## config.mk

```make
export PLATFORM = sky130hd
export DESIGN_NAME = dda_line_rasterizer
export DESIGN_NICKNAME = d
export VERILOG_FILES = /design/src/sv/dlr_pkg.sv /design/src/sv/dlr_front.sv /design/src/sv/dlr_queue.sv /design/src/sv/dlr_back.sv /design/src/sv/dda_line_rasterizer.sv
export SDC_FILE = /design/constraint.sdc
export NUM_CORES = 1
export LEC_CHECK = 0
export BUFFER_PORTS_ARGS = -buffer_cell sky130_fd_sc_hd__buf_2
export CAP_MARGIN = 20
export CORE_ASPECT_RATIO = 0.5
export CORE_UTILIZATION = 50
export CTS_BUF_LIST = sky130_fd_sc_hd__clkbuf_8
export CTS_CLUSTER_SIZE = 20
export DETAILED_ROUTE_END_ITERATION = 7
export PLACE_DENSITY = 0.7
export REMOVE_ABC_BUFFERS = 1
export SYNTH_ARGS = -nofsm -noshare
export SYNTH_HDL_FRONTEND = slang
export SYNTH_HIERARCHICAL = 1
export SYNTH_SLANG_ARGS = --single-unit
```

## constraint.sdc

```tcl
create_clock -name clk_i -period 9 [get_ports clk_i]
set_input_delay 1.35 -clock clk_i [delete_from_list [all_inputs] [get_ports clk_i]]
set_output_delay 1.35 -clock clk_i [all_outputs]
set_load 0.005 [all_outputs]
```

## src/sv/dlr_pkg.sv

```systemverilog
// ----------------------------------------------------------------------------
// dlr_pkg: shared types and constants for the DDA line rasterizer
// Word formats for both channels and the classified command in the queue.
// ----------------------------------------------------------------------------
package dlr_pkg;

  localparam int unsigned COORD_W     = 10;
  localparam int unsigned COLOR_W     = 4;
  localparam int unsigned QUEUE_DEPTH = 2;

  localparam logic [COLOR_W-1:0] COLOR_RESET = 4'd4;

  // request codes
  localparam logic REQ_START = 1'b0;
  localparam logic REQ_STEP  = 1'b1;

  typedef struct packed {
    logic               req_type;
    logic [COORD_W-1:0] start_x;
    logic [COORD_W-1:0] start_y;
    logic [COORD_W-1:0] end_x;
    logic [COORD_W-1:0] end_y;
  } dlr_in_t;

  typedef struct packed {
    logic [COORD_W-1:0] pixel_x;
    logic [COORD_W-1:0] pixel_y;
    logic [COLOR_W-1:0] pixel_color;
    logic               last_pixel;
    logic               pixel_valid;
  } dlr_out_t;

  // classified command: start requests carry magnitudes, signs and length
  typedef struct packed {
    logic               is_start;
    logic [COORD_W-1:0] x0;
    logic [COORD_W-1:0] y0;
    logic [COORD_W-1:0] adx;
    logic [COORD_W-1:0] ady;
    logic               neg_x;
    logic               neg_y;
    logic [COORD_W-1:0] len;
  } dlr_cmd_t;

endpackage

```

## src/sv/dlr_front.sv

```systemverilog
// ----------------------------------------------------------------------------
// dlr_front: request classifier
// Turns an input word into a command: deltas, magnitudes, signs, line length.
// ----------------------------------------------------------------------------
module dlr_front (
  input  dlr_pkg::dlr_in_t  word_i,
  output dlr_pkg::dlr_cmd_t cmd_o
);
  import dlr_pkg::*;

  logic               neg_x, neg_y;
  logic [COORD_W-1:0] adx, ady;

  always_comb begin
    neg_x = word_i.end_x < word_i.start_x;
    neg_y = word_i.end_y < word_i.start_y;
    adx   = neg_x ? (word_i.start_x - word_i.end_x) : (word_i.end_x - word_i.start_x);
    ady   = neg_y ? (word_i.start_y - word_i.end_y) : (word_i.end_y - word_i.start_y);

    cmd_o.is_start = (word_i.req_type == REQ_START);
    cmd_o.x0       = word_i.start_x;
    cmd_o.y0       = word_i.start_y;
    cmd_o.adx      = adx;
    cmd_o.ady      = ady;
    cmd_o.neg_x    = neg_x;
    cmd_o.neg_y    = neg_y;
    cmd_o.len      = (adx >= ady) ? adx : ady;
  end

endmodule

```

## src/sv/dlr_queue.sv

```systemverilog
// ----------------------------------------------------------------------------
// dlr_queue: command queue
// Small FIFO between classifier and stepper; head is visible combinationally.
// ----------------------------------------------------------------------------
module dlr_queue (
  input  logic              clk_i,
  input  logic              rst_ni,
  input  logic              push_i,
  input  dlr_pkg::dlr_cmd_t push_cmd_i,
  input  logic              pop_i,
  output dlr_pkg::dlr_cmd_t head_o,
  output logic              valid_o,
  output logic              full_o
);
  import dlr_pkg::*;

  localparam int unsigned PTR_W = (QUEUE_DEPTH > 1) ? $clog2(QUEUE_DEPTH) : 1;
  localparam int unsigned CNT_W = $clog2(QUEUE_DEPTH + 1);

  dlr_cmd_t          slots_q [QUEUE_DEPTH];
  logic [PTR_W-1:0]  wr_ptr_q, wr_ptr_d;
  logic [PTR_W-1:0]  rd_ptr_q, rd_ptr_d;
  logic [CNT_W-1:0]  count_q, count_d;

  function automatic logic [PTR_W-1:0] ptr_inc(input logic [PTR_W-1:0] p);
    logic [PTR_W-1:0] r;
    if (p == PTR_W'(QUEUE_DEPTH - 1)) begin
      r = '0;
    end else begin
      r = p + PTR_W'(1);
    end
    return r;
  endfunction

  assign head_o  = slots_q[rd_ptr_q];
  assign valid_o = (count_q != '0);
  assign full_o  = (count_q == CNT_W'(QUEUE_DEPTH));

  always_comb begin
    wr_ptr_d = push_i ? ptr_inc(wr_ptr_q) : wr_ptr_q;
    rd_ptr_d = pop_i  ? ptr_inc(rd_ptr_q) : rd_ptr_q;
    count_d  = count_q;
    if (push_i && !pop_i) begin
      count_d = count_q + CNT_W'(1);
    end else if (pop_i && !push_i) begin
      count_d = count_q - CNT_W'(1);
    end
  end

  always_ff @(posedge clk_i or negedge rst_ni) begin
    if (!rst_ni) begin
      wr_ptr_q <= '0;
      rd_ptr_q <= '0;
      count_q  <= '0;
    end else begin
      wr_ptr_q <= wr_ptr_d;
      rd_ptr_q <= rd_ptr_d;
      count_q  <= count_d;
    end
  end

  always_ff @(posedge clk_i) begin
    if (push_i) begin
      slots_q[wr_ptr_q] <= push_cmd_i;
    end
  end

endmodule

```

## src/sv/dlr_back.sv

```systemverilog
// ----------------------------------------------------------------------------
// dlr_back: line stepper
// Runs commands from the queue: serial divide on start, one add per step,
// and the output register.
// ----------------------------------------------------------------------------
module dlr_back #(
  parameter int unsigned FRAC_BITS = 16
) (
  input  logic                          clk_i,
  input  logic                          rst_ni,
  input  dlr_pkg::dlr_cmd_t             cmd_i,
  input  logic                          cmd_valid_i,
  output logic                          cmd_pop_o,
  input  logic [dlr_pkg::COLOR_W-1:0]   color_i,
  output logic                          out_valid_o,
  input  logic                          out_stall_i,
  output dlr_pkg::dlr_out_t             out_word_o
);
  import dlr_pkg::*;

  localparam int unsigned POS_W  = COORD_W + FRAC_BITS + 1;
  localparam int unsigned STEP_W = FRAC_BITS + 2;
  localparam int unsigned QUO_W  = FRAC_BITS + 1;
  localparam int unsigned CNT_W  = $clog2(FRAC_BITS + 1);
  localparam int unsigned LEFT_W = COORD_W + 1;
  localparam logic [POS_W-1:0] HALF = POS_W'(1) << (FRAC_BITS - 1);

  localparam logic [1:0] ST_RUN = 2'd0;
  localparam logic [1:0] ST_DIV = 2'd1;
  localparam logic [1:0] ST_FIN = 2'd2;

  logic [1:0]          state_q, state_d;
  logic                active_q, active_d;
  logic [LEFT_W-1:0]   left_q, left_d;
  logic [POS_W-1:0]    pos_x_q, pos_x_d, pos_y_q, pos_y_d;
  logic [STEP_W-1:0]   step_x_q, step_x_d, step_y_q, step_y_d;
  logic [COORD_W-1:0]  rem_x_q, rem_x_d, rem_y_q, rem_y_d;
  logic [QUO_W-1:0]    quo_x_q, quo_x_d, quo_y_q, quo_y_d;
  logic [CNT_W-1:0]    cnt_q, cnt_d;
  logic [COORD_W-1:0]  len_q, len_d;
  logic                neg_x_q, neg_x_d, neg_y_q, neg_y_d;
  logic                out_valid_q, out_valid_d;
  dlr_out_t            out_word_q, out_word_d;

  logic                slot_free;
  logic [COORD_W:0]    trial_x, trial_y;
  logic                ge_x, ge_y;
  logic [POS_W-1:0]    start_x_pos, start_y_pos;

  function automatic logic [COORD_W-1:0] coord_of(input logic [POS_W-1:0] pos);
    logic [COORD_W-1:0] c;
    if (pos[POS_W-1]) begin
      c = '0;
    end else begin
      c = pos[FRAC_BITS +: COORD_W];
    end
    return c;
  endfunction

  function automatic logic [STEP_W-1:0] signed_step(input logic [QUO_W-1:0] q,
                                                     input logic neg);
    logic [STEP_W-1:0] m;
    m = {1'b0, q};
    return neg ? (~m + STEP_W'(1)) : m;
  endfunction

  function automatic dlr_out_t pixel(input logic [POS_W-1:0] px,
                                     input logic [POS_W-1:0] py,
                                     input logic [COLOR_W-1:0] color,
                                     input logic last);
    dlr_out_t w;
    w.pixel_x     = coord_of(px);
    w.pixel_y     = coord_of(py);
    w.pixel_color = color;
    w.last_pixel  = last;
    w.pixel_valid = 1'b1;
    return w;
  endfunction

  assign slot_free   = !out_valid_q || !out_stall_i;
  assign out_valid_o = out_valid_q;
  assign out_word_o  = out_word_q;

  // one restoring divide step per cycle for each axis; no shift on the first
  always_comb begin
    trial_x = (cnt_q == '0) ? {1'b0, rem_x_q} : {rem_x_q, 1'b0};
    trial_y = (cnt_q == '0) ? {1'b0, rem_y_q} : {rem_y_q, 1'b0};
    ge_x    = trial_x >= {1'b0, len_q};
    ge_y    = trial_y >= {1'b0, len_q};
    start_x_pos = {1'b0, cmd_i.x0, FRAC_BITS'(0)} | HALF;
    start_y_pos = {1'b0, cmd_i.y0, FRAC_BITS'(0)} | HALF;
  end

  always_comb begin
    state_d     = state_q;
    active_d    = active_q;
    left_d      = left_q;
    pos_x_d     = pos_x_q;
    pos_y_d     = pos_y_q;
    step_x_d    = step_x_q;
    step_y_d    = step_y_q;
    rem_x_d     = rem_x_q;
    rem_y_d     = rem_y_q;
    quo_x_d     = quo_x_q;
    quo_y_d     = quo_y_q;
    cnt_d       = cnt_q;
    len_d       = len_q;
    neg_x_d     = neg_x_q;
    neg_y_d     = neg_y_q;
    cmd_pop_o   = 1'b0;
    out_valid_d = out_valid_q && out_stall_i;
    out_word_d  = out_word_q;

    case (state_q)
      ST_RUN: begin
        if (cmd_valid_i && slot_free) begin
          cmd_pop_o = 1'b1;
          if (!cmd_i.is_start) begin
            out_valid_d = 1'b1;
            if (active_q) begin
              pos_x_d    = pos_x_q + {{(POS_W-STEP_W){step_x_q[STEP_W-1]}}, step_x_q};
              pos_y_d    = pos_y_q + {{(POS_W-STEP_W){step_y_q[STEP_W-1]}}, step_y_q};
              left_d     = left_q - LEFT_W'(1);
              active_d   = (left_q != LEFT_W'(1));
              out_word_d = pixel(pos_x_d, pos_y_d, color_i, left_q == LEFT_W'(1));
            end else begin
              out_word_d = '0;
            end
          end else begin
            pos_x_d = start_x_pos;
            pos_y_d = start_y_pos;
            if (cmd_i.len == '0) begin
              step_x_d    = '0;
              step_y_d    = '0;
              left_d      = '0;
              active_d    = 1'b0;
              out_valid_d = 1'b1;
              out_word_d  = pixel(start_x_pos, start_y_pos, color_i, 1'b1);
            end else begin
              rem_x_d  = cmd_i.adx;
              rem_y_d  = cmd_i.ady;
              quo_x_d  = '0;
              quo_y_d  = '0;
              cnt_d    = '0;
              len_d    = cmd_i.len;
              neg_x_d  = cmd_i.neg_x;
              neg_y_d  = cmd_i.neg_y;
              left_d   = {1'b0, cmd_i.len};
              active_d = 1'b0;
              state_d  = ST_DIV;
            end
          end
        end
      end
      ST_DIV: begin
        rem_x_d = ge_x ? COORD_W'(trial_x - {1'b0, len_q}) : COORD_W'(trial_x);
        rem_y_d = ge_y ? COORD_W'(trial_y - {1'b0, len_q}) : COORD_W'(trial_y);
        quo_x_d = {quo_x_q[QUO_W-2:0], ge_x};
        quo_y_d = {quo_y_q[QUO_W-2:0], ge_y};
        cnt_d   = cnt_q + CNT_W'(1);
        if (cnt_q == CNT_W'(FRAC_BITS)) begin
          state_d = ST_FIN;
        end
      end
      ST_FIN: begin
        step_x_d = signed_step(quo_x_q, neg_x_q);
        step_y_d = signed_step(quo_y_q, neg_y_q);
        if (slot_free) begin
          active_d    = 1'b1;
          out_valid_d = 1'b1;
          out_word_d  = pixel(pos_x_q, pos_y_q, color_i, 1'b0);
          state_d     = ST_RUN;
        end
      end
      default: begin
        state_d = ST_RUN;
      end
    endcase
  end

  always_ff @(posedge clk_i or negedge rst_ni) begin
    if (!rst_ni) begin
      state_q     <= ST_RUN;
      active_q    <= 1'b0;
      left_q      <= '0;
      cnt_q       <= '0;
      out_valid_q <= 1'b0;
    end else begin
      state_q     <= state_d;
      active_q    <= active_d;
      left_q      <= left_d;
      cnt_q       <= cnt_d;
      out_valid_q <= out_valid_d;
    end
  end

  always_ff @(posedge clk_i) begin
    pos_x_q    <= pos_x_d;
    pos_y_q    <= pos_y_d;
    step_x_q   <= step_x_d;
    step_y_q   <= step_y_d;
    rem_x_q    <= rem_x_d;
    rem_y_q    <= rem_y_d;
    quo_x_q    <= quo_x_d;
    quo_y_q    <= quo_y_d;
    len_q      <= len_d;
    neg_x_q    <= neg_x_d;
    neg_y_q    <= neg_y_d;
    out_word_q <= out_word_d;
  end

endmodule

```

## src/sv/dda_line_rasterizer.sv

```systemverilog
// ----------------------------------------------------------------------------
// dda_line_rasterizer: DDA line rasterizer
// Start words load two endpoints; step words walk the line one pixel each.
// ----------------------------------------------------------------------------
// Usage:
//   Input channel (in_valid_i / in_stall_o / in_word_i): a word is taken at a
//   clock edge with valid high and stall low. req_type START loads endpoints,
//   STEP advances one pixel. Every word gives exactly one output word.
//   Output channel (out_valid_o / out_stall_i / out_word_o): the output word
//   is registered and held while out_stall_i is high. draw_color is written
//   via cfg_we_i/cfg_wdata_i only while idle (user rule, unchecked); reset 4.
// Timing:
//   A step word passes through the queue and the output register; steps flow
//   one per cycle unless an output stall, a divide or an empty queue holds them.
//   A start word of nonzero length runs a bit-serial divide (ST_DIV) giving a
//   quotient of FRAC_BITS + 1 bits per axis, then forms the increments (ST_FIN).
//   A zero-length start skips the divide and returns its single pixel.
//   The two-entry command queue holds up to two words during the divide.
// Reset clears the queue, the output valid flag and the active line; color
// returns to 4. A stall on the output backs up into the queue, and the input
// stalls once the queue is full.
// ----------------------------------------------------------------------------
module dda_line_rasterizer #(
  parameter int unsigned FRAC_BITS = 16
) (
  input  logic                          clk_i,
  input  logic                          rst_ni,
  input  logic                          cfg_we_i,
  input  logic [dlr_pkg::COLOR_W-1:0]   cfg_wdata_i,
  input  logic                          in_valid_i,
  output logic                          in_stall_o,
  input  dlr_pkg::dlr_in_t              in_word_i,
  output logic                          out_valid_o,
  input  logic                          out_stall_i,
  output dlr_pkg::dlr_out_t             out_word_o
);
  import dlr_pkg::*;

  logic [COLOR_W-1:0] draw_color_q;
  dlr_cmd_t           front_cmd;
  dlr_cmd_t           head_cmd;
  logic               q_push, q_pop, q_valid, q_full;

  // draw color register
  always_ff @(posedge clk_i or negedge rst_ni) begin
    if (!rst_ni) begin
      draw_color_q <= COLOR_RESET;
    end else if (cfg_we_i) begin
      draw_color_q <= cfg_wdata_i;
    end
  end

  // front: classify every incoming word
  dlr_front u_front (
    .word_i (in_word_i),
    .cmd_o  (front_cmd)
  );

  assign in_stall_o = q_full;
  assign q_push     = in_valid_i && !q_full;

  // queue decouples intake from the stepper
  dlr_queue u_queue (
    .clk_i      (clk_i),
    .rst_ni     (rst_ni),
    .push_i     (q_push),
    .push_cmd_i (front_cmd),
    .pop_i      (q_pop),
    .head_o     (head_cmd),
    .valid_o    (q_valid),
    .full_o     (q_full)
  );

  // back: divide on start, accumulate on step, hold result for the receiver
  dlr_back #(
    .FRAC_BITS (FRAC_BITS)
  ) u_back (
    .clk_i       (clk_i),
    .rst_ni      (rst_ni),
    .cmd_i       (head_cmd),
    .cmd_valid_i (q_valid),
    .cmd_pop_o   (q_pop),
    .color_i     (draw_color_q),
    .out_valid_o (out_valid_o),
    .out_stall_i (out_stall_i),
    .out_word_o  (out_word_o)
  );

`ifndef NO_ASSERTIONS
  // a full queue always presents a command
  a_full_has_head: assert property (@(posedge clk_i) disable iff (!rst_ni)
    q_full |-> q_valid)
    else $error("queue full with no head");

  // an invalid pixel carries all-zero fields
  a_invalid_zero: assert property (@(posedge clk_i) disable iff (!rst_ni)
    (out_valid_o && !out_word_o.pixel_valid) |->
      (out_word_o.pixel_x == '0 && out_word_o.pixel_y == '0 &&
       out_word_o.pixel_color == '0 && !out_word_o.last_pixel))
    else $error("invalid pixel with nonzero fields");

  // last flag only on a real pixel
  a_last_valid: assert property (@(posedge clk_i) disable iff (!rst_ni)
    (out_valid_o && out_word_o.last_pixel) |-> out_word_o.pixel_valid)
    else $error("last set on invalid pixel");

  // color register takes the written value
  a_cfg_write: assert property (@(posedge clk_i) disable iff (!rst_ni)
    cfg_we_i |=> (draw_color_q == $past(cfg_wdata_i)))
    else $error("draw color not updated");
`endif

endmodule
```

# ---- Word-level counts from Yosys, hierarchy flattened
# Memory sizes are Yosys's and may differ from the RTL's.
# Cells that the tools add are included.
dict set report totals {
  regBits 210
  ram_bits 106
  in_bits 50
  output_inout_bits 28
  wordCells 164
  mem_count 1
}
# memory depth width rd rd_ports_with_merged_regs write_ports line
set mem_list {}
lappend mem_list {u_queue.slots_q 2 53 1 0 1 dlr_queue.sv:20} ;# dlr_cmd_t slots_q [QUEUE_DEPTH];
dict set report classes {
  addsub 16
  magnitude_cmp 5
  n_eq_ne 13
  n_mux 72
  bitwise 4
  reduce_logical 26
}
# operator count
set op_table {}
lappend op_table {{$mux 26} 7}
lappend op_table {{$mux 10} 16}
lappend op_table {{$mux 18} 5}
lappend op_table {{$pmux 18 s2} 2}
lappend op_table {{$pmux 17 s2} 2}
lappend op_table {{$sub 10x10->10} 6}
lappend op_table {{$add 27x27->27} 2}
lappend op_table {{$mux 27} 2}
lappend op_table {{$pmux 26 s2} 1}
lappend op_table {{$mux 17} 3}
lappend op_table {{$mux 11} 4}
lappend op_table {{$pmux 10 s2} 2}
lappend op_table {{$add 18x1->18 const B} 2}
lappend op_table {{$not 17->18} 2}
lappend op_table {{$ge 11x10->1} 2}
lappend op_table {{$lt 10x10->1} 2}
lappend op_table {{$reduce_and 4->1} 4}
lappend op_table {{$mux 5} 3}
lappend op_table {{$mux 1} 14}
lappend op_table {{$mux 2} 7}
lappend op_table {{$eq 11x1->1 const B} 1}
lappend op_table {{$ne 11x1->1 const B} 1}
lappend op_table {{$sub 11x1->11 const B} 1}
lappend op_table {{$ge 10x10->1} 1}
lappend op_table {{23 further kinds} 44}

# ---- Depth between registers and ports, before layout
# Gate-level depths: netlist of run 1.
dict set report depth {
  ltp_word 8
  mapped_depth 21
  depth_no_buf 19
}

# ---- Hierarchy
# Netlist of run 1, hierarchy kept.
# mod instances cells_per_inst area_per_inst_um2 seq_area_each_um2
set by_module_without_submodules {}
lappend by_module_without_submodules {dlr_back 1 1297 12838.6 5965.7}
lappend by_module_without_submodules {dlr_queue 1 181 4264.1 3283.1}
lappend by_module_without_submodules {dlr_front 1 300 2209.6 0.0}
lappend by_module_without_submodules {dda_line_rasterizer 1 9 152.6 101.3}

# ---- Worst setup path before layout of run 1
# OpenSTA, ideal clock, no wires.
dict set report synth_timing {
  kind {input -> register}
  from {in in_word_i[0] (netlist name)}
  to {mem u_queue/slots_q[0][5] (netlist name), data pin}
  setup_time_ns 0.262
  arrival_time_ns 4.864
  required_ns 8.738
  path_slack_ns 3.873
  cell_stages 20
  path_buffers 2
  path_cell_list {inv_1 > ha_1 > inv_1 > fa_1 > a21oi_1 > o22ai_1 > o31a_1 > buf_6 > inv_2 > mux2i_1 > xnor2_1 > inv_1 > ha_1 > o21ai_0 > a21oi_1 > o21a_1 > o2111ai_1 > a31oi_1 > clkbuf_1 > mux2_2}
}
# item line
set synth_rtl {}
lappend synth_rtl {{start, declared} dda_line_rasterizer.sv:32} ;# input dlr_pkg::dlr_in_t in_word_i,
lappend synth_rtl {{end, declared} dlr_queue.sv:20}

==> results.toml, run 1 <==
[timing]
rsz0062_at_grt = "false"
setup_slack_ns = 4.001
post-route-min-period_ns = 4.999
tightest_slew_ns = 1.041
skew_ns = 0.03986
slew_headroom_pct = 30.42
hold_violations = 0
setup_tns_ns = 0
finalSetupViolations = 0
fmax_ghz = 0.2001
finalMaxSlewViolations = 0
period_share_pct = 55.54

[grt]
overflow = 0
grt_pass1_vias = 13377
grt_max_degree = 67
antenna_found_initial = 0
grt_pass1_wl_mm = 70.62
track_usage_pct = 22.44

[worst_setup_path]
r2r-end = "u_back/rem_x_q[5]"
critPathRequiredTime_ns = 9.35
crit_start = "in_word_i[0]"
r2r_start = "u_back/cnt_q[0]"
endpoint = "u_queue/slots_q[1][1]"
cp_max_fo = 10
cp_data_arrival_time_ns = 5.35
path_class = "in -> reg"
end_kind = "flop"
start_kind = "input port"
r2r_slack_ns = 4.74
reg2regPathDepth = 15

[cts]
cts-hold-fix-buffers = 0
cts_htree_levels = 2
cts_tree = "done"
clock_path_buffers = 3
cts_buffers = 48
clkTransAtPathRegs_ns = 0.06
post_cts_buffers = 0
insertion_delay_ns = 0.61
root_buffer = "clkbuf_8"
post_cts_resized = 0
clock-sinks = 316

[yosys]
syn_area_per_cell_um2 = 10.89
synthTopCellsByArea = "edfxtp_1, ha_1, mux2_4"
netlist_area_um2 = 19460
ys_types = 85
yosysWarningCount = 6
synthFlopType = "edfxtp_1"
synth_edf_count = 288
synth_top_area_cell = "edfxtp_1"
synthCells = 1787
synth.top_cell.area_share_pct = 44.43
async_reset_ff_share_pct = 8.861
synth_seq_area_share_pct = 48.04
ys_ff_latch = 316

[floorplan]
dieArea_um2 = 39770
ios = 78
fp-row-count = 50
die_w_um = 281.0
start_util_pct = 51.43
core_area_um2 = 37850
die_h_um = 141.5

[layout]
final_common_cell = "edfxtp_1"
nets = 2034
ff_latch_area_um2 = 9354
final_cell_mix = "edfxtp_1, nor2_1, nand2_1, inv_1, ha_1"
drive_gt1_share_pct = 14.68
fillers = 3237
antenna_cells = 0
syn_to_final_growth_pct = 8.382
multi_input_area_um2 = 9231

[route]
drcViolationCount = 0
wl_per_cell_um = 18.19
ant_nets = 0
viasPerCell = 5.663
drtIter0Drc = 1028
routed_wl_mm = 43.79
dr_total_vias = 13632
firstDrtPassIters = 6

[placed_design]
place_hpwl_mm = 30.21
place_congestion = 0.9068
io_buffers = 77
place_ws_ns = 3.467

[power]
power_density_nw_per_um2 = 317.3
p_leak_nw = 8.721
irDropWorstVdd_mv = 0.1792

[hold_path]
worstHoldPathType = "reg -> reg"

[status]
outcome = "complete, no violations"

[flow_run]
cap_violations = 0
## stage by stage
stage | hold WS (ns) | instances | area (µm²) | utilization (%) | power, mW
2_1_floorplan | 0.4474 | 1706 | 18960 | - | 4.721
3_3_place_gp | 0.4673 | 2319 | 20170 | 53.28 | 5.447
3_5_place_dp | 0.4736 | 2319 | 20170 | 53.28 | 5.515
4_1_cts | 0.4862 | 2407 | 21100 | 55.74 | 6.717
5_1_grt | 0.5089 | 2407 | 21100 | 55.74 | 7.154
6_report | 0.4825 | 2407 | 21100 | 55.74 | 6.693
## Yosys cell counts, drive strengths merged, types with 41 or more instances
library cell,instances
edfxtp,288
nor2,149
nand2,144
ha,127
inv,111
a21oi,105
o21ai,101
mux2,82
xor2,61
xnor2,45
nand3,44
buf,43
and2,41
## power breakdown
part           switching (mW)  leakage [nW]  internal (mW)
Clock                   0.578         0.553          0.596
Combinational            1.76          5.07           1.27
Sequential              0.249          3.10           2.25
## layout make-up
type / instances / share of cell area, %
clock inverter: 32 / 0.7591
clock buffer: 56 / 3.653
multi-input combinational: 1277 / 43.76
inverter: 113 / 2.011
timing repair buffer: 93 / 2.396
sequential: 316 / 44.34
tap: 520 / 3.084
## worst max-delay path: stages
cell and delay [ns]:
buf_2 0.11, inv_1 0.06, ha_1 0.15, inv_1 0.06
fa_1 0.43, a21oi_1 0.25, o22ai_1 0.15, o31a_1 0.40
inv_2 0.20, mux2i_1 0.24, xnor2_1 0.20, inv_1 0.10
ha_1 0.28, o21ai_0 0.08, a21oi_1 0.14, o21a_1 0.14
o2111ai_1 0.10, a31oi_1 0.29, buf_4 0.26, mux2_2 0.36
## routing by layer
layer  vias to the layer above  track usage (%)  wire, µm  part of all wire, %
met5                         -                0         0                    0
met4                         0            6.500       835                  1.9
met3                        54            3.639      2333                  5.3
met2                       321            36.47     20210                   46
met1                      6624            31.07     20420                   47
li1                       6633                -         -                    -
## sequential cells by signal, indices dropped and copies added (netlist names)
register / flops
u_back/out_word_o: 26
u_queue/rd_ptr_q: 1
u_back/state_q: 2
u_back/neg_y_q: 1
u_back/cnt_q: 5
u_back/len_q: 10
u_queue/wr_ptr_q: 1
u_back/active_q: 1
u_queue/slots_q: 106
u_back/rem_y_q: 10
u_back/pos_x_q: 27
u_back/out_valid_o: 1
u_back/left_q: 11
u_back/neg_x_q: 1
u_back/step_y_q: 18
u_back/quo_x_q: 17
draw_color_q: 4
u_back/pos_y_q: 27
u_back/rem_x_q: 10
u_queue/count_q: 2
u_back/quo_y_q: 17
u_back/step_x_q: 18
## cells by family (layout without fill, tap and decap cells)
logic type,count (synthesis),after routing,synth area share (%)
compound gates,399,399,13.17
buf+inv,194,294,4.795
fa+ha+maj,135,135,8.986
flops,316,316,48.04
simple gates,521,521,12.77
xor+xnor,106,106,4.808
mux,116,116,7.437
## how the worst min path moves through the flow
stage | from | end | slack [ns] | cells after the start
floorplan | u_queue/count_q[1] | u_queue/count_q[1] | 0.45 | 1
global placement | u_queue/count_q[1] | u_queue/count_q[1] | 0.47 | 1
detailed placement | u_queue/count_q[1] | u_queue/count_q[1] | 0.47 | 1
CTS | u_queue/count_q[1] | u_queue/count_q[1] | 0.49 | 1
global route | u_queue/count_q[1] | u_queue/count_q[1] | 0.51 | 1
finish | u_queue/count_q[1] | u_queue/count_q[1] | 0.48 | 1
Power figures use the tool's default switching activity.
==> run 2, diff against run 1 <==
Settings changed: PLACE_DENSITY 0.7 to 0.72.
Clock period 9 ns to 4.2 ns, I/O delays scaled along.
==> run 2 against run 1 <==
Effect of this change:
- clock skew shrank 0.018 ns
- worst hold slack worse by 0.43 ns
- sequential power up 120%
- first-iteration DRC count shrank 1.1%
- worst setup slack got worse by 3.7 ns
- core utilization increased by 1.2 points
- largest cell class unchanged
- highest routed layer unchanged
==> results.toml, run 2 (synthesized netlist as in run 1, its figures left out) <==
[status]
outcome = "complete, no violations"

[worst_setup_path]
cp_data_arrival_time_ns = 4.23
path_class = "reg -> reg"
critPathRequiredTime_ns = 4.54
path_delay_family = "compound AO/OA/AOI/OAI gates"
crit_path_frequent_cell = "ha_1"
cp_max_fo = 12
cp.buffers_inverters = 1
end_kind = "flop"
cpMaxStageDelayCell = "or4_4"
cp_cell_sequence = "inv_1 > ha_1 > nand2_1 > nor2_2 > mux2_2 > ha_1 > nor2b_1 > o21a_1 > o21ai_2 > a211oi_1 > or4_4 > a221o_2 > mux2i_1 > o21ai_1"
critPathMaxStageDelay_ns = 0.53
start_kind = "flop"

[route]
viasPerCell = 5.633
routed_wl_mm = 43.42
wl_per_cell_um = 17.73
firstDrtPassIters = 7
drcViolationCount = 0
dr_total_vias = 13795
ant_nets = 0
drtIter0Drc = 1017

[cts]
root_buffer = "clkbuf_8"
cts-hold-fix-buffers = 0
clock_path_buffers = 3
clock-sinks = 316
cts_htree_levels = 2
clkTransAtPathRegs_ns = 0.07
insertion_delay_ns = 0.60
cts_tree = "done"
cts_buffers = 47

[layout]
design_area_um2 = 21530
syn_to_final_growth_pct = 10.62
largest_reg_flops = 106
nets = 2074
final_cell_mix = "edfxtp_1, nor2_1, nand2_1, ha_1, inv_1"
final_util_pct = 56.89
reg_top3 = "u_queue/slots_q x106, u_back/pos_x_q x27, u_back/pos_y_q x27"
drive_gt1_share_pct = 16.91
final_common_cell = "edfxtp_1"
largest-register = "u_queue/slots_q"
fillers = 3181

[placed_design]
place_congestion = 0.9219
io_buffers = 77
place_ws_ns = -0.1883
place_hpwl_mm = 30.86
placed_area_um2 = 20490

[timing]
tightest_slew_ns = 0.8175
finalMaxSlewViolations = 0
finalSetupViolations = 0
skew_ns = 0.02206
post-route-min-period_ns = 3.893
rsz0062_at_grt = "false"
setup_slack_ns = 0.3074
fmax_ghz = 0.2569
slew_headroom_pct = 45.00
hold_violations = 0
setup_tns_ns = 0
period_share_pct = 92.68

[grt]
track_usage_pct = 22.05
grt_max_degree = 56
overflow = 0
antenna_found_initial = 0
grt_pass1_wl_mm = 69.46
grt_pass1_vias = 13461

[power]
irDropWorstVdd_mv = 0.3130
p_leak_nw = 8.948
design_power_total_mw = 14.62
power_density_nw_per_um2 = 679.1

[floorplan]
ios = 78
fp-row-count = 50
start_util_pct = 51.43
die_h_um = 141.5
core_area_um2 = 37850
die_w_um = 281.0
dieArea_um2 = 39770

[flow_run]
cap_violations = 0

[hold_path]
worstHoldPathType = "in -> async"
## run 2: cell types whose count changed in the layout (fill, tap and decap cells not counted), sizes merged
cell,change
bufinv,+4
buf,+41
clkinvlp,+2
clkbuf,-3
inv,-5
diode,+1
clkinv,+2
## run 2: per-stage QoR
stage | instances | hold WS (ns)
final | 2449 | 0.05202
after detailed placement | 2359 | 0.4672
after CTS | 2447 | 0.01661
after floorplan | 1706 | 0.3344
after global routing | 2448 | 0.06473
after global placement | 2359 | 0.4635
## run 2: what timing repair did
action                                 in CTS  in global routing
setup endpoints to repair                   0                  2
endpoints found under the hold margin       0                  0
resized for setup                           0                  1
buffers inserted                            0                  0
## run 2: final cells by class
class	count	area [µm²]	area share, %
inverter	113	424.2	1.970
clock inverter	35	287.8	1.337
timing repair buffer	134	850.8	3.951
antenna	1	2.502	0.01162
clock buffer	53	729.5	3.388
sequential	316	9354	43.44
tap	520	650.6	3.022
multi-input combinational	1277	9233	42.88
## run 2: path summary, 6_finish.rpt
check,cells after the start,end,startpoint,slack (ns)
worst max-delay path,14,u_back/rem_x_q[9],u_back/cnt_q[0],0.31
worst min-delay path,1,u_back/left_q[10],rst_ni,0.05
worst max register to register,14,u_back/rem_x_q[9],u_back/cnt_q[0],0.31
worst min register to register,1,u_queue/count_q[1],u_queue/count_q[1],0.48
max in group asynchronous,1,u_queue/rd_ptr_q,rst_ni,3.67
min in group clk_i,1,u_queue/slots_q[1][41],in_word_i[29],0.26
## run 2: per-layer routing
metal / up-vias / global-route usage (%) / part of all wire (%) / wire, µm
met1: 6671 / 30.07 / 46 / 20090
met4: 0 / 6.816 / 2.3 / 995
met2: 335 / 36.14 / 47 / 20200
li1: 6717 / - / - / -
met5: - / 0 / 0 / 0
met3: 72 / 3.672 / 4.9 / 2131
## run 2: power breakdown
| part | total, mW | switching (mW) | internal, mW |
|---|---|---|---|
| clock | 2.74 | 1.26 | 1.48 |
| combinational | 6.47 | 3.65 | 2.82 |
| sequential | 5.41 | 0.605 | 4.81 |
==> run 3, diff against run 2 <==
Settings changed: BUFFER_PORTS_ARGS -buffer_cell sky130_fd_sc_hd__buf_2 to -buffer_cell sky130_fd_sc_hd__clkbuf_2.
==> run 3 against run 2 <==
Effect of this change:
- combinational power barely moved
- die area did not move
- flip-flop and latch count did not move
- critical path depth did not move
- first-iteration DRC count fell by 4.1%
- count of clock-buffer cells in the layout fell by 2
- critical endpoint is now u_back/rem_x_q[7]
- largest cell class unchanged
- largest power group unchanged
==> results.toml, run 3 (synthesized netlist as in run 1, its figures left out) <==
[status]
outcome = "complete, no violations"

[floorplan]
ios = 78
core_area_um2 = 37850
die_w_um = 281.0
start_util_pct = 51.43
die_h_um = 141.5
dieArea_um2 = 39770
fp-row-count = 50

[layout]
drive_gt1_share_pct = 16.38
ff_latch_area_um2 = 9354
largest-register = "u_queue/slots_q"
fillers = 3225
final_cell_mix = "edfxtp_1, nor2_1, nand2_1, ha_1, inv_1"
syn_to_final_growth_pct = 9.957
reg_top3 = "u_queue/slots_q x106, u_back/pos_x_q x27, u_back/pos_y_q x27"
multi_input_area_um2 = 9233
nets = 2071
largest_reg_flops = 106
design_area_um2 = 21400
final_common_cell = "edfxtp_1"

[timing]
hold_violations = 0
slew_headroom_pct = 47.51
tightest_slew_ns = 0.7801
setup_tns_ns = 0
finalSetupViolations = 0
finalMaxSlewViolations = 0
fmax_ghz = 0.2535
period_share_pct = 93.94
rsz0062_at_grt = "false"
post-route-min-period_ns = 3.945
skew_ns = 0.04715

[route]
drcViolationCount = 0
dr_total_vias = 13779
highest_layer = "met4"
wl_per_cell_um = 17.71
wl_met2_mm = 20.31
ant_nets = 0
firstDrtPassIters = 5
wl_met1_mm = 19.84
routed_wl_mm = 43.28
wl_met3_mm = 2.226
drtIter0Drc = 975
viasPerCell = 5.638

[worst_setup_path]
start_kind = "flop"
end_kind = "flop"
cp.buffers_inverters = 1
path_class = "reg -> reg"
cp_cell_sequence = "inv_1 > ha_1 > nand2_1 > nor2_2 > mux2_2 > ha_1 > nor2b_1 > o21a_1 > o21ai_2 > a211oi_1 > or4_4 > a221o_2 > mux2i_1 > o21ai_1"
cp_data_arrival_time_ns = 4.29
cpMaxStageDelayCell = "or4_4"
crit_path_frequent_cell = "ha_1"
critPathMaxStageDelay_ns = 0.52
critPathRequiredTime_ns = 4.55
cp_max_fo = 12
path_delay_family = "compound AO/OA/AOI/OAI gates"

[power]
combPwrFrac_pct = 44.8
p_sw_share_pct = 38.16
p_int_mw = 8.935
clkPwrFrac_pct = 17.7
irDropWorstVdd_mv = 0.2947
power.switching_mw = 5.513
p_leak_nw = 8.895
power_frac_seq_pct = 37.5
power_density_nw_per_um2 = 675.0

[placed_design]
place_congestion = 0.9198
placed_area_um2 = 20460
place_hpwl_mm = 31.06
io_buffers = 77

[grt]
grt_pass1_wl_mm = 69.15
grt_max_degree = 61
grt_pass1_vias = 13513
overflow = 0
track_usage_pct = 21.87
antenna_found_initial = 1

[cts]
insertion_delay_ns = 0.61
clkTransAtPathRegs_ns = 0.07
post_cts_buffers = 0
clock_path_buffers = 3
cts-hold-fix-buffers = 0
clock-sinks = 316
cts_htree_levels = 2
post_cts_resized = 0
cts_buffers = 47
root_buffer = "clkbuf_8"
cts_tree = "done"

[flow_run]
cap_violations = 0

[hold_path]
worstHoldPathType = "in -> async"
-- run 3: cell types whose count changed in the layout (fill, tap and decap cells not counted), sizes merged --
| cell | change |
|---|---|
| buf | -80 |
| bufinv | -2 |
| clkbuf | +75 |
| clkinv | +3 |
| clkinvlp | -1 |
-- run 3: final cells by class --
cell class / count / share of cell area, %
sequential: 316 / 43.70
multi-input combinational: 1277 / 43.14
timing repair buffer: 131 / 3.771
clock buffer: 51 / 3.280
tap: 520 / 3.040
inverter: 113 / 1.982
clock inverter: 35 / 1.076
antenna: 1 / 0.01169
-- run 3: stage by stage --
step / utilization (%) / power (mW) / instances / worst slack, ns / hold slack [ns]
4_1_cts: 56.53 / 14.48 / 2443 / 0.2010 / 0.07152
3_3_place_gp: 54.07 / 11.71 / 2357 / -0.04504 / 0.4706
6_report: 56.55 / 14.45 / 2444 / 0.2546 / 0.07210
3_5_place_dp: 54.07 / 11.90 / 2357 / -0.07908 / 0.4697
5_1_grt: 56.55 / 15.43 / 2444 / 0.03277 / 0.1005
2_1_floorplan: - / 10.12 / 1706 / -2.053 / 0.3344
-- run 3: final timing paths --
| check | from | to | slack, ns | cells past startpoint |
|---|---|---|---|---|
| max in group asynchronous | rst_ni | u_queue/rd_ptr_q | 3.60 | 1 |
| setup reg to reg | u_back/cnt_q[1] | u_back/rem_x_q[7] | 0.25 | 14 |
| min in group clk_i | cfg_wdata_i[2] | draw_color_q[2] | 0.26 | 2 |
| setup / recovery | u_back/cnt_q[1] | u_back/rem_x_q[7] | 0.25 | 14 |
| hold / removal | rst_ni | u_queue/count_q[1] | 0.07 | 1 |
| hold reg to reg | u_queue/count_q[1] | u_queue/count_q[1] | 0.48 | 1 |
-- run 3: per-layer routing --
layer / vias up / global-route usage (%)
li1: 6711 / -
met1: 6639 / 30.08
met2: 361 / 35.59
met3: 68 / 3.277
met4: 0 / 7.305
met5: - / 0
-- run 3: power groups by stage --
stage          Clock, mW  Sequential (mW)  Combinational (mW)
4_1_cts             2.61             5.41                6.46
3_5_place_dp           0             5.46                6.43
5_1_grt             2.74             5.52                7.17
2_1_floorplan          0             5.36                4.76
6_report            2.55             5.42                6.47
3_3_place_gp           0             5.43                6.27
-- run 3: worst register-to-register path, delay by kind of cell (launching register included) --
kind	cells	cell delay, ns
AOI/OAI and AO/OA	5	1.08
and+or+nand+nor	4	0.99
adders and majority gates	2	0.45
muxes	2	0.67
buffers and inverters	1	0.08
DFF	1	0.40
